===== config.mk =====
export PLATFORM = sky130hd
export DESIGN_NAME = slice_quota_round_robin_scheduler_core
export DESIGN_NICKNAME = d
export VERILOG_FILES = /design/src/sv/sqrr_pkg.sv /design/src/sv/slice_quota_round_robin_scheduler_core.sv /design/src/sv/sqrr_front.sv /design/src/sv/sqrr_back.sv
export SDC_FILE = /design/constraint.sdc
export NUM_CORES = 1
export LEC_CHECK = 0
export BUFFER_PORTS_ARGS = -buffer_cell sky130_fd_sc_hd__buf_2
export CAP_MARGIN = 20
export CORE_ASPECT_RATIO = 0.8
export CORE_MARGIN = 10
export CORE_UTILIZATION = 35
export DETAILED_ROUTE_END_ITERATION = 10
export GPL_ROUTABILITY_DRIVEN = 0
export GPL_TIMING_DRIVEN = 0
export PLACE_DENSITY_LB_ADDON = 0.2
export SLEW_MARGIN = 10
export SYNTH_ARGS = -nofsm -noshare
export SYNTH_HDL_FRONTEND = slang
export SYNTH_SLANG_ARGS = --single-unit

===== constraint.sdc =====
create_clock -name clk -period 8.3 [get_ports clk]
set_input_delay 0.415 -clock clk [delete_from_list [all_inputs] [get_ports clk]]
set_output_delay 0.415 -clock clk [all_outputs]
set_load 0.01 [all_outputs]

===== src/sv/sqrr_pkg.sv =====
// shared types, codes and helpers of the slice quota round robin scheduler
package sqrr_pkg;

	localparam int THREAD_SLOTS_DEF = 8;
	localparam int OP_W             = 3;
	localparam int IDX_W            = 4;
	localparam int PRIO_W           = 8;
	localparam int CODE_W           = 2;
	localparam int TICK_W           = 32;
	localparam int LOCK_W           = 8;
	localparam int SLICE_W          = 7;
	localparam int QUEUE_DEPTH      = 2;
	localparam int QPTR_W           = 1;
	localparam int QCNT_W           = 2;

	localparam logic [OP_W-1:0] OP_TICK    = 3'd0;
	localparam logic [OP_W-1:0] OP_YIELD   = 3'd1;
	localparam logic [OP_W-1:0] OP_ALLOC   = 3'd2;
	localparam logic [OP_W-1:0] OP_SETPRIO = 3'd3;
	localparam logic [OP_W-1:0] OP_LOCK    = 3'd4;
	localparam logic [OP_W-1:0] OP_UNLOCK  = 3'd5;

	localparam logic [CODE_W-1:0] RES_OK    = 2'd0;
	localparam logic [CODE_W-1:0] RES_NORUN = 2'd1;
	localparam logic [CODE_W-1:0] RES_BAD   = 2'd2;

	localparam logic [PRIO_W-1:0] PRIO_FREE = 8'hFF;
	localparam logic [PRIO_W-1:0] PRIO_BOOT = 8'h01;

	typedef enum logic [2:0] {
		CMD_TICK,
		CMD_YIELD,
		CMD_ALLOC,
		CMD_SET,
		CMD_BADSET,
		CMD_LOCK,
		CMD_UNLOCK,
		CMD_NOP
	} cmd_kind_t;

	typedef struct packed {
		cmd_kind_t          kind;
		logic [IDX_W-1:0]   idx;
		logic [PRIO_W-1:0]  prio;
	} cmd_t;

	typedef struct packed {
		logic valid;
		cmd_t cmd;
	} cmd_if_t;

	typedef enum logic [1:0] {
		ST_IDLE,
		ST_SCAN,
		ST_ALLOC
	} sqrr_state_t;

	function automatic logic is_runnable(input logic [PRIO_W-1:0] v);
		return (v != '0) && !v[PRIO_W-1];
	endfunction

endpackage


===== src/sv/slice_quota_round_robin_scheduler_core.sv =====
// top level of the slice quota round robin scheduler
//
// channel   direction  handshake                      payload
// command   in         push / full  (push & !full)    opcode, slot_index, priority_value
// result    out        pop / empty  (pop & !empty)    result_code, chosen_slot, systick_value
//
// set priority, lock, unlock and unused opcodes finish without a search; a tick or yield
// that keeps the running slot also does, otherwise the reschedule scan reads one
// slot per cycle, up to THREAD_SLOTS slots; allocate searches the same way
// a result stays held until popped; the engine starts the next command only after that,
// while a two-entry command queue keeps taking beats
// after reset slot 0 holds priority 1, the rest are inactive, all counters are zero
module slice_quota_round_robin_scheduler_core #(
	parameter int THREAD_SLOTS = sqrr_pkg::THREAD_SLOTS_DEF
) (
	input  logic                                clk,
	input  logic                                arst_n,
	input  logic                                push,
	output logic                                full,
	input  logic [sqrr_pkg::OP_W-1:0]           opcode,
	input  logic [sqrr_pkg::IDX_W-1:0]          slot_index,
	input  logic signed [sqrr_pkg::PRIO_W-1:0]  priority_value,
	output logic                                empty,
	input  logic                                pop,
	output logic [sqrr_pkg::CODE_W-1:0]         result_code,
	output logic [sqrr_pkg::IDX_W-1:0]          chosen_slot,
	output logic [sqrr_pkg::TICK_W-1:0]         systick_value
);
	import sqrr_pkg::*;

	cmd_if_t cmd;
	logic    cmd_take;

	sqrr_front #(
		.THREAD_SLOTS(THREAD_SLOTS)
	) u_front (
		.clk            (clk),
		.arst_n         (arst_n),
		.push           (push),
		.full           (full),
		.opcode         (opcode),
		.slot_index     (slot_index),
		.priority_value (priority_value),
		.cmd_o          (cmd),
		.cmd_take       (cmd_take)
	);

	sqrr_back #(
		.THREAD_SLOTS(THREAD_SLOTS)
	) u_back (
		.clk           (clk),
		.arst_n        (arst_n),
		.cmd_i         (cmd),
		.cmd_take      (cmd_take),
		.empty         (empty),
		.pop           (pop),
		.result_code   (result_code),
		.chosen_slot   (chosen_slot),
		.systick_value (systick_value)
	);

endmodule


===== src/sv/sqrr_front.sv =====
// front end: takes input beats, classifies them and queues commands for the engine
module sqrr_front #(
	parameter int THREAD_SLOTS = sqrr_pkg::THREAD_SLOTS_DEF
) (
	input  logic                                clk,
	input  logic                                arst_n,
	input  logic                                push,
	output logic                                full,
	input  logic [sqrr_pkg::OP_W-1:0]           opcode,
	input  logic [sqrr_pkg::IDX_W-1:0]          slot_index,
	input  logic signed [sqrr_pkg::PRIO_W-1:0]  priority_value,
	output sqrr_pkg::cmd_if_t                   cmd_o,
	input  logic                                cmd_take
);
	import sqrr_pkg::*;

	cmd_t               q_mem_q [QUEUE_DEPTH];
	logic [QPTR_W-1:0]  wr_ptr_q;
	logic [QPTR_W-1:0]  rd_ptr_q;
	logic [QCNT_W-1:0]  cnt_q;
	cmd_t               cmd_in;
	logic               accept;
	logic               idx_ok;

	assign full   = (cnt_q == QCNT_W'(QUEUE_DEPTH));
	assign accept = push && !full;
	assign idx_ok = ({1'b0, slot_index} < (IDX_W+1)'(THREAD_SLOTS));

	always_comb begin
		cmd_in.idx  = slot_index;
		cmd_in.prio = priority_value;
		case (opcode)
			OP_TICK:    cmd_in.kind = CMD_TICK;
			OP_YIELD:   cmd_in.kind = CMD_YIELD;
			OP_ALLOC:   cmd_in.kind = CMD_ALLOC;
			OP_SETPRIO: cmd_in.kind = idx_ok ? CMD_SET : CMD_BADSET;
			OP_LOCK:    cmd_in.kind = CMD_LOCK;
			OP_UNLOCK:  cmd_in.kind = CMD_UNLOCK;
			default:    cmd_in.kind = CMD_NOP;
		endcase
	end

	always_ff @(posedge clk) begin
		if (accept) begin
			q_mem_q[wr_ptr_q] <= cmd_in;
		end
	end

	always_ff @(posedge clk or negedge arst_n) begin
		if (!arst_n) begin
			wr_ptr_q <= '0;
			rd_ptr_q <= '0;
			cnt_q    <= '0;
		end else begin
			if (accept) begin
				wr_ptr_q <= wr_ptr_q + 1'b1;
			end
			if (cmd_take) begin
				rd_ptr_q <= rd_ptr_q + 1'b1;
			end
			case ({accept, cmd_take})
				2'b10:   cnt_q <= cnt_q + 1'b1;
				2'b01:   cnt_q <= cnt_q - 1'b1;
				default: cnt_q <= cnt_q;
			endcase
		end
	end

	assign cmd_o.valid = (cnt_q != '0);
	assign cmd_o.cmd   = q_mem_q[rd_ptr_q];

	a_take_needs_cmd: assert property (@(posedge clk) disable iff (!arst_n)
		cmd_take |-> cmd_o.valid)
		else $error("engine took a command from an empty queue");

	a_cnt_bound: assert property (@(posedge clk) disable iff (!arst_n)
		cnt_q <= QCNT_W'(QUEUE_DEPTH))
		else $error("command queue count out of range");

	a_cnt_grow: assert property (@(posedge clk) disable iff (!arst_n)
		(accept && !cmd_take) |=> (cnt_q == $past(cnt_q) + 1'b1))
		else $error("accepted beat not counted");

endmodule


===== src/sv/sqrr_back.sv =====
// back end: executes queued commands, scans the slot table and holds the result
module sqrr_back #(
	parameter int THREAD_SLOTS = sqrr_pkg::THREAD_SLOTS_DEF
) (
	input  logic                          clk,
	input  logic                          arst_n,
	input  sqrr_pkg::cmd_if_t             cmd_i,
	output logic                          cmd_take,
	output logic                          empty,
	input  logic                          pop,
	output logic [sqrr_pkg::CODE_W-1:0]   result_code,
	output logic [sqrr_pkg::IDX_W-1:0]    chosen_slot,
	output logic [sqrr_pkg::TICK_W-1:0]   systick_value
);
	import sqrr_pkg::*;

	localparam int SLOT_W = $clog2(THREAD_SLOTS);
	localparam logic [SLOT_W-1:0] LAST_SLOT = SLOT_W'(THREAD_SLOTS - 1);

	sqrr_state_t          state_q, state_d;
	logic [PRIO_W-1:0]    prio_q [THREAD_SLOTS];
	logic [SLOT_W-1:0]    cur_q, cur_d;
	logic [SLOT_W-1:0]    cnt_q, cnt_d;
	logic [SLICE_W-1:0]   slice_q, slice_d, slice_dec;
	logic [LOCK_W-1:0]    lock_q, lock_d;
	logic [TICK_W-1:0]    tick_q, tick_d;

	logic                 res_valid_q;
	logic [CODE_W-1:0]    res_code_q;
	logic [IDX_W-1:0]     res_slot_q;
	logic [TICK_W-1:0]    res_tick_q;

	logic                 start;
	logic                 locked;
	logic                 keep_tick;
	logic [SLOT_W-1:0]    next_cur;
	logic [SLOT_W-1:0]    rd_idx;
	logic [PRIO_W-1:0]    rd_prio;
	logic                 last;
	logic                 scan_hit;
	logic                 free_hit;

	logic                 res_load;
	logic [CODE_W-1:0]    res_code;
	logic [IDX_W-1:0]     res_slot;
	logic                 prio_we;
	logic [SLOT_W-1:0]    prio_widx;
	logic [PRIO_W-1:0]    prio_wdata;

	assign start     = (state_q == ST_IDLE) && cmd_i.valid && !res_valid_q;
	assign locked    = is_runnable(lock_q);
	assign slice_dec = slice_q - SLICE_W'(slice_q != '0);
	assign keep_tick = locked || (slice_dec != '0);
	assign next_cur  = (cur_q == LAST_SLOT) ? '0 : cur_q + 1'b1;
	// one read port shared by the reschedule scan and the allocate search
	assign rd_idx    = (state_q == ST_ALLOC) ? cnt_q : next_cur;
	assign rd_prio   = prio_q[rd_idx];
	assign last      = (cnt_q == LAST_SLOT);
	assign scan_hit  = is_runnable(rd_prio);
	assign free_hit  = (rd_prio == PRIO_FREE);

	always_comb begin
		state_d = state_q;
		case (state_q)
			ST_IDLE: begin
				if (start) begin
					case (cmd_i.cmd.kind)
						CMD_TICK:  state_d = keep_tick ? ST_IDLE : ST_SCAN;
						CMD_YIELD: state_d = locked ? ST_IDLE : ST_SCAN;
						CMD_ALLOC: state_d = ST_ALLOC;
						default:   state_d = ST_IDLE;
					endcase
				end
			end
			ST_SCAN:  state_d = (scan_hit || last) ? ST_IDLE : ST_SCAN;
			ST_ALLOC: state_d = (free_hit || last) ? ST_IDLE : ST_ALLOC;
			default:  state_d = ST_IDLE;
		endcase
	end

	always_comb begin
		cmd_take   = 1'b0;
		res_load   = 1'b0;
		res_code   = RES_OK;
		res_slot   = IDX_W'(cur_q);
		prio_we    = 1'b0;
		prio_widx  = cnt_q;
		prio_wdata = cmd_i.cmd.prio;
		cur_d      = cur_q;
		cnt_d      = cnt_q;
		slice_d    = slice_q;
		lock_d     = lock_q;
		tick_d     = tick_q;
		case (state_q)
			ST_IDLE: begin
				if (start) begin
					cmd_take = 1'b1;
					cnt_d    = '0;
					case (cmd_i.cmd.kind)
						CMD_TICK: begin
							tick_d = tick_q + 1'b1;
							if (!locked) begin
								slice_d = slice_dec;
							end
							res_load = keep_tick;
						end
						CMD_YIELD: begin
							slice_d  = '0;
							res_load = locked;
						end
						CMD_ALLOC: begin
						end
						CMD_SET: begin
							prio_we   = 1'b1;
							prio_widx = cmd_i.cmd.idx[SLOT_W-1:0];
							res_load  = 1'b1;
							res_slot  = cmd_i.cmd.idx;
						end
						CMD_BADSET: begin
							res_load = 1'b1;
							res_code = RES_BAD;
							res_slot = '0;
						end
						CMD_LOCK: begin
							lock_d   = lock_q + 1'b1;
							res_load = 1'b1;
						end
						CMD_UNLOCK: begin
							lock_d   = lock_q - 1'b1;
							res_load = 1'b1;
						end
						default: begin
							res_load = 1'b1;
						end
					endcase
				end
			end
			ST_SCAN: begin
				// current slot walks with the scan and lands back on start if nothing runs
				cur_d    = next_cur;
				res_slot = IDX_W'(next_cur);
				cnt_d    = cnt_q + 1'b1;
				if (scan_hit) begin
					slice_d  = rd_prio[SLICE_W-1:0];
					res_load = 1'b1;
				end else if (last) begin
					res_load = 1'b1;
					res_code = RES_NORUN;
				end
			end
			ST_ALLOC: begin
				cnt_d = cnt_q + 1'b1;
				if (free_hit) begin
					prio_we    = 1'b1;
					prio_wdata = '0;
					res_load   = 1'b1;
					res_slot   = IDX_W'(cnt_q);
				end else if (last) begin
					res_load = 1'b1;
					res_code = RES_BAD;
					res_slot = '0;
				end
			end
			default: begin
			end
		endcase
	end

	always_ff @(posedge clk or negedge arst_n) begin
		if (!arst_n) begin
			state_q <= ST_IDLE;
			cur_q   <= '0;
			cnt_q   <= '0;
			slice_q <= '0;
			lock_q  <= '0;
			tick_q  <= '0;
			for (int i = 0; i < THREAD_SLOTS; i++) begin
				prio_q[i] <= (i == 0) ? PRIO_BOOT : PRIO_FREE;
			end
		end else begin
			state_q <= state_d;
			cur_q   <= cur_d;
			cnt_q   <= cnt_d;
			slice_q <= slice_d;
			lock_q  <= lock_d;
			tick_q  <= tick_d;
			if (prio_we) begin
				prio_q[prio_widx] <= prio_wdata;
			end
		end
	end

	always_ff @(posedge clk or negedge arst_n) begin
		if (!arst_n) begin
			res_valid_q <= 1'b0;
		end else if (res_load) begin
			res_valid_q <= 1'b1;
		end else if (pop) begin
			res_valid_q <= 1'b0;
		end
	end

	always_ff @(posedge clk) begin
		if (res_load) begin
			res_code_q <= res_code;
			res_slot_q <= res_slot;
			res_tick_q <= tick_d;
		end
	end

	assign empty         = !res_valid_q;
	assign result_code   = res_code_q;
	assign chosen_slot   = res_slot_q;
	assign systick_value = res_tick_q;

	a_no_overwrite: assert property (@(posedge clk) disable iff (!arst_n)
		res_load |-> !res_valid_q)
		else $error("result beat overwritten before pop");

	a_busy_no_result: assert property (@(posedge clk) disable iff (!arst_n)
		(state_q != ST_IDLE) |-> !res_valid_q)
		else $error("search running while a result waits");

	a_take_in_idle: assert property (@(posedge clk) disable iff (!arst_n)
		cmd_take |=> ($past(state_q) == ST_IDLE))
		else $error("command taken outside idle");

	a_scan_loads_slice: assert property (@(posedge clk) disable iff (!arst_n)
		(state_q == ST_SCAN && scan_hit) |=> (slice_q != '0 && res_valid_q))
		else $error("scan hit left no slice quota");

endmodule

==> key figures <==
Global routing
  • Initial antenna violation count: 0
  • Global Route Usage Sum: 13.80%
  • First-pass GRT wire length: 36460 um
  • Vias in the first global route: 6267
  • Largest net degree at the start of global routing: 76
  • Residual overflow from global routing: 0

STA
  • RSZ-0062 raised after global routing: false
  • Slew Limit Fails: 0
  • Setup slack after layout: 3.523 ns
  • Max-slew headroom: 47.88%
  • Worst slew pin tran: 0.7818 ns
  • Clock Skew: 0.01659 ns
  • Period Utilization, post-route: 57.55%
  • Final Hold Viols: 0
  • Endpoints failing setup: 0
  • Tmin final: 4.777 ns
  • Achievable frequency: 209.4 MHz

Logic synthesis
  • Gate Count Post-Synth: 759
  • Top FF cell, synth: edfxtp_1
  • Synth warn: 0
  • Cell type with the highest aggregate area in the netlist: edfxtp_1
  • Top cells by area, synth: edfxtp_1 (22%), dfrtp_1 (18%), dfstp_2 (16%), mux2_2 (7.5%), xnor2_1 (2.8%)
  • Most common cell in the synthesized netlist: edfxtp_1
  • Share of Yosys cell area claimed by the top area cell type: 21.84%
  • Most instantiated cells after synthesis: edfxtp_1 (68), dfrtp_1 (67), mux2_2 (62), dfstp_2 (57), nand2_1 (53)
  • Number of library cell types mapped by synthesis: 72
  • Sequential-to-total area share from yosys stat: 55.79%
  • Post-Synth Adder-Cell Area: 2.623%
  • Yosys reg bits: 192
  • Mapped cell area: 9349 sq um
  • Syn avg cell area: 12.32 sq um
  • Synth Area in Compound Gates: 12.98%
  • Async SR Flop Fraction: 64.58%
  • EDFF count, synth: 68
  • Synth Area in XOR/XNOR: 4.403%
  • Post-synthesis mux area share: 10.16%
  • Synthesized net count: 797
  • Post-synthesis simple-gate area fraction: 11.16%
  • Largest family of logic cells by synthesized area: compound AO/OA/AOI/OAI gates

Routing
  • Post-route ant nets: 0
  • Via count: 6307
  • Routed WL per cell: 18.99 um
  • DR vias/cell: 5.208
  • Residual DRC: 0
  • First drt pass iteration count: 5
  • Initial DRC count: 331
  • Final WL: 23000 um

Placement
  • Dpl hpwl: 15800 um
  • PortBufs: 58
  • Dpl ws: 3.638 ns

Worst hold path
  • Class of the tightest hold or removal check: primary input to flop
  • Hold path cells: 2
  • Worst Hold End: u_back.res_valid_q
  • Worst hold path startpoint: pop

Critical path
  • RR Endpoint: u_back.chosen_slot[3]
  • Kind of critical path: flop to flop
  • Reg-to-Reg Start: u_back.cur_q[0]
  • R2R Setup Slk: 3.52 ns
  • CP Data Required Time: 8.45 ns
  • Crit. End Element: flop
  • Crit path max fanout: 15
  • Critical Path Source Type: flop
  • Worst r2r path cells: 13
  • Crit path DAT: 4.92 ns

Clock network
  • CTS tree: yes
  • Reg clk slew, reported paths: 0.08 ns
  • CTS root buf: clkbuf_16
  • Clock Sinks: 192
  • CTS Buf Count: 17
  • H-tree levels: 4
  • CTS max path bufs: 2
  • Postcts setup bufs: 0
  • Clk_lat worst skew: 0.45 ns

Power and ir drop
  • Clk pwr share: 21.2%
  • Comb power frac: 41.4%
  • Leakage power: 4.285 nW
  • Share of power burned in registers: 37.5%
  • Int Pwr: 2.472 mW
  • Pwr Density: 385.5 nW/um^2
  • Sw Share: 40.79%
  • Net load switching power: 1.703 mW
  • Peak supply drop: 0.1526 mV
  • Power Total: 4.174 mW

Die
  • # IOs: 59
  • Rows: 53
  • Placeable Area: 26260 sq um
  • Initial core utilization: 35.60%
  • DIE AREA: 33690 sq um
  • Die H: 166.2 um
  • Die width: 202.7 um

Flow run
  • Max Cap Viol: 0

Cells and area
  • Area grow syn2layout: 15.81%
  • Layout cell share with drive strength beyond 1: 30.68%
  • Nets@finish: 879
  • Number of inserted diodes: 0

Outcome
  • Status: complete, no violations
flip-flops by register name, indices dropped and copies added, names as in the netlist, 4 cells and up:
signal,cells
u_back.slice_q,7
u_back.tick_q,32
u_front.q_mem_q,30
u_back.lock_q,8
u_back.systick_value,32
u_back.chosen_slot,4
u_back.prio_q,64
worst max path at each step:
stage | startpoint | end | slack (ns) | cells after the start
5_1_grt | u_back.cur_q[0] | u_back.chosen_slot[3] | 3.29 | 13
6_report | u_back.cur_q[0] | u_back.chosen_slot[3] | 3.52 | 13
2_1_floorplan | u_back.cur_q[0] | u_back.chosen_slot[0] | 2.36 | 10
4_1_cts | u_back.cur_q[0] | u_back.chosen_slot[3] | 3.61 | 13
3_5_place_dp | u_back.cur_q[0] | u_back.systick_value[17] | 3.64 | 13
3_3_place_gp | u_back.cur_q[0] | u_back.res_valid_q | -0.47 | 12
layer usage:
layer	up-vias	GRT usage (%)	routed length, um
met3	17	3.081	1189
met5	-	0	0
met2	191	18.91	9620
met4	0	4.210	306
li1	2967	-	-
met1	3132	20.85	11880
worst max-delay path: stages, from the launching register on:
cell	delay, ns
dfrtp_1	0.46
ha_1	0.24
ha_1	0.21
nor3_1	0.25
buf_2	0.29
clkbuf_1	0.38
o21ai_0	0.17
a32oi_1	0.41
a22oi_1	0.16
a41oi_1	0.49
nand2b_1	0.18
a311oi_4	0.73
buf_6	0.28
buf_6	0.21
what timing repair did:
action	in CTS	in global routing
endpoints found under the hold margin	8	0
hold buffers	1	0
endpoints found under the setup margin	0	0
gates resized for setup	0	0
final cells by class:
class	count	area (sq um)
Fill cell	2526	15430
Inverter	26	97.59
Multi-Input combinational cell	514	3881
Clock buffer	18	450.4
Timing Repair Buffer	63	367.9
Sequential cell	192	5216
Tap cell	357	446.7
Buffer	27	171.4
Clock inverter	14	195.2
power groups by stage:
stage	clock network, mW	registers [mW]	logic (mW)
finish	0.885	1.56	1.73
CTS	0.906	1.56	1.73
global placement	0	1.60	1.63
global route	0.944	1.60	1.89
detailed placement	0	1.58	1.72
floorplan	0	1.61	1.08
cells in the final DEF, fill, tap and decap left out, types with 6 or more instances in the layout:
| cell | netlist | final |
|---|---|---|
| nor3_1 | 7 | 7 |
| buf_6 | 2 | 6 |
| o22ai_1 | 7 | 7 |
| edfxtp_1 | 68 | 68 |
| nor2_1 | 52 | 52 |
| clkbuf_16 | 0 | 18 |
| nor2b_1 | 10 | 10 |
| a21oi_1 | 12 | 12 |
| mux2_2 | 62 | 62 |
| a21oi_4 | 15 | 15 |
| nand2b_1 | 7 | 7 |
| mux2_4 | 8 | 8 |
| xor2_1 | 17 | 17 |
| ha_1 | 18 | 18 |
| inv_1 | 26 | 26 |
| o21ai_0 | 47 | 47 |
| clkbuf_1 | 9 | 9 |
| a31oi_1 | 6 | 6 |
| xnor2_1 | 30 | 30 |
| mux2i_1 | 12 | 12 |
| dfrtp_1 | 67 | 67 |
| dfstp_2 | 57 | 57 |
| buf_2 | 9 | 66 |
| nand4_1 | 10 | 10 |
| nand2_1 | 53 | 53 |
| nand3_1 | 37 | 37 |
| and3_1 | 8 | 8 |
| a32oi_1 | 27 | 27 |
cell families after synthesis:
family | Yosys count
AOI/OAI and AO/OA | 155
buffers and inverters | 53
and+or+nand+nor | 210
DFF | 192
adders and majority gates | 19
muxes | 83
xor gates and xnor gates | 47
through the flow:
step | utilization (%) | instances | setup TNS [ns] | cell area, sq um | hold slack [ns]
finish | 41.23 | 1211 | 0 | 10830 | 0.1273
global route | 41.23 | 1211 | 0 | 10830 | 0.1173
CTS | 41.23 | 1211 | 0 | 10830 | 0.1123
detailed placement | 38.73 | 1178 | 0 | 10170 | 0.4026
global placement | 38.41 | 1174 | -17.97 | 10090 | 0.4505
floorplan | - | 759 | 0 | 9349 | 0.1194
No activity file was read; power rests on OpenSTA's default activity.
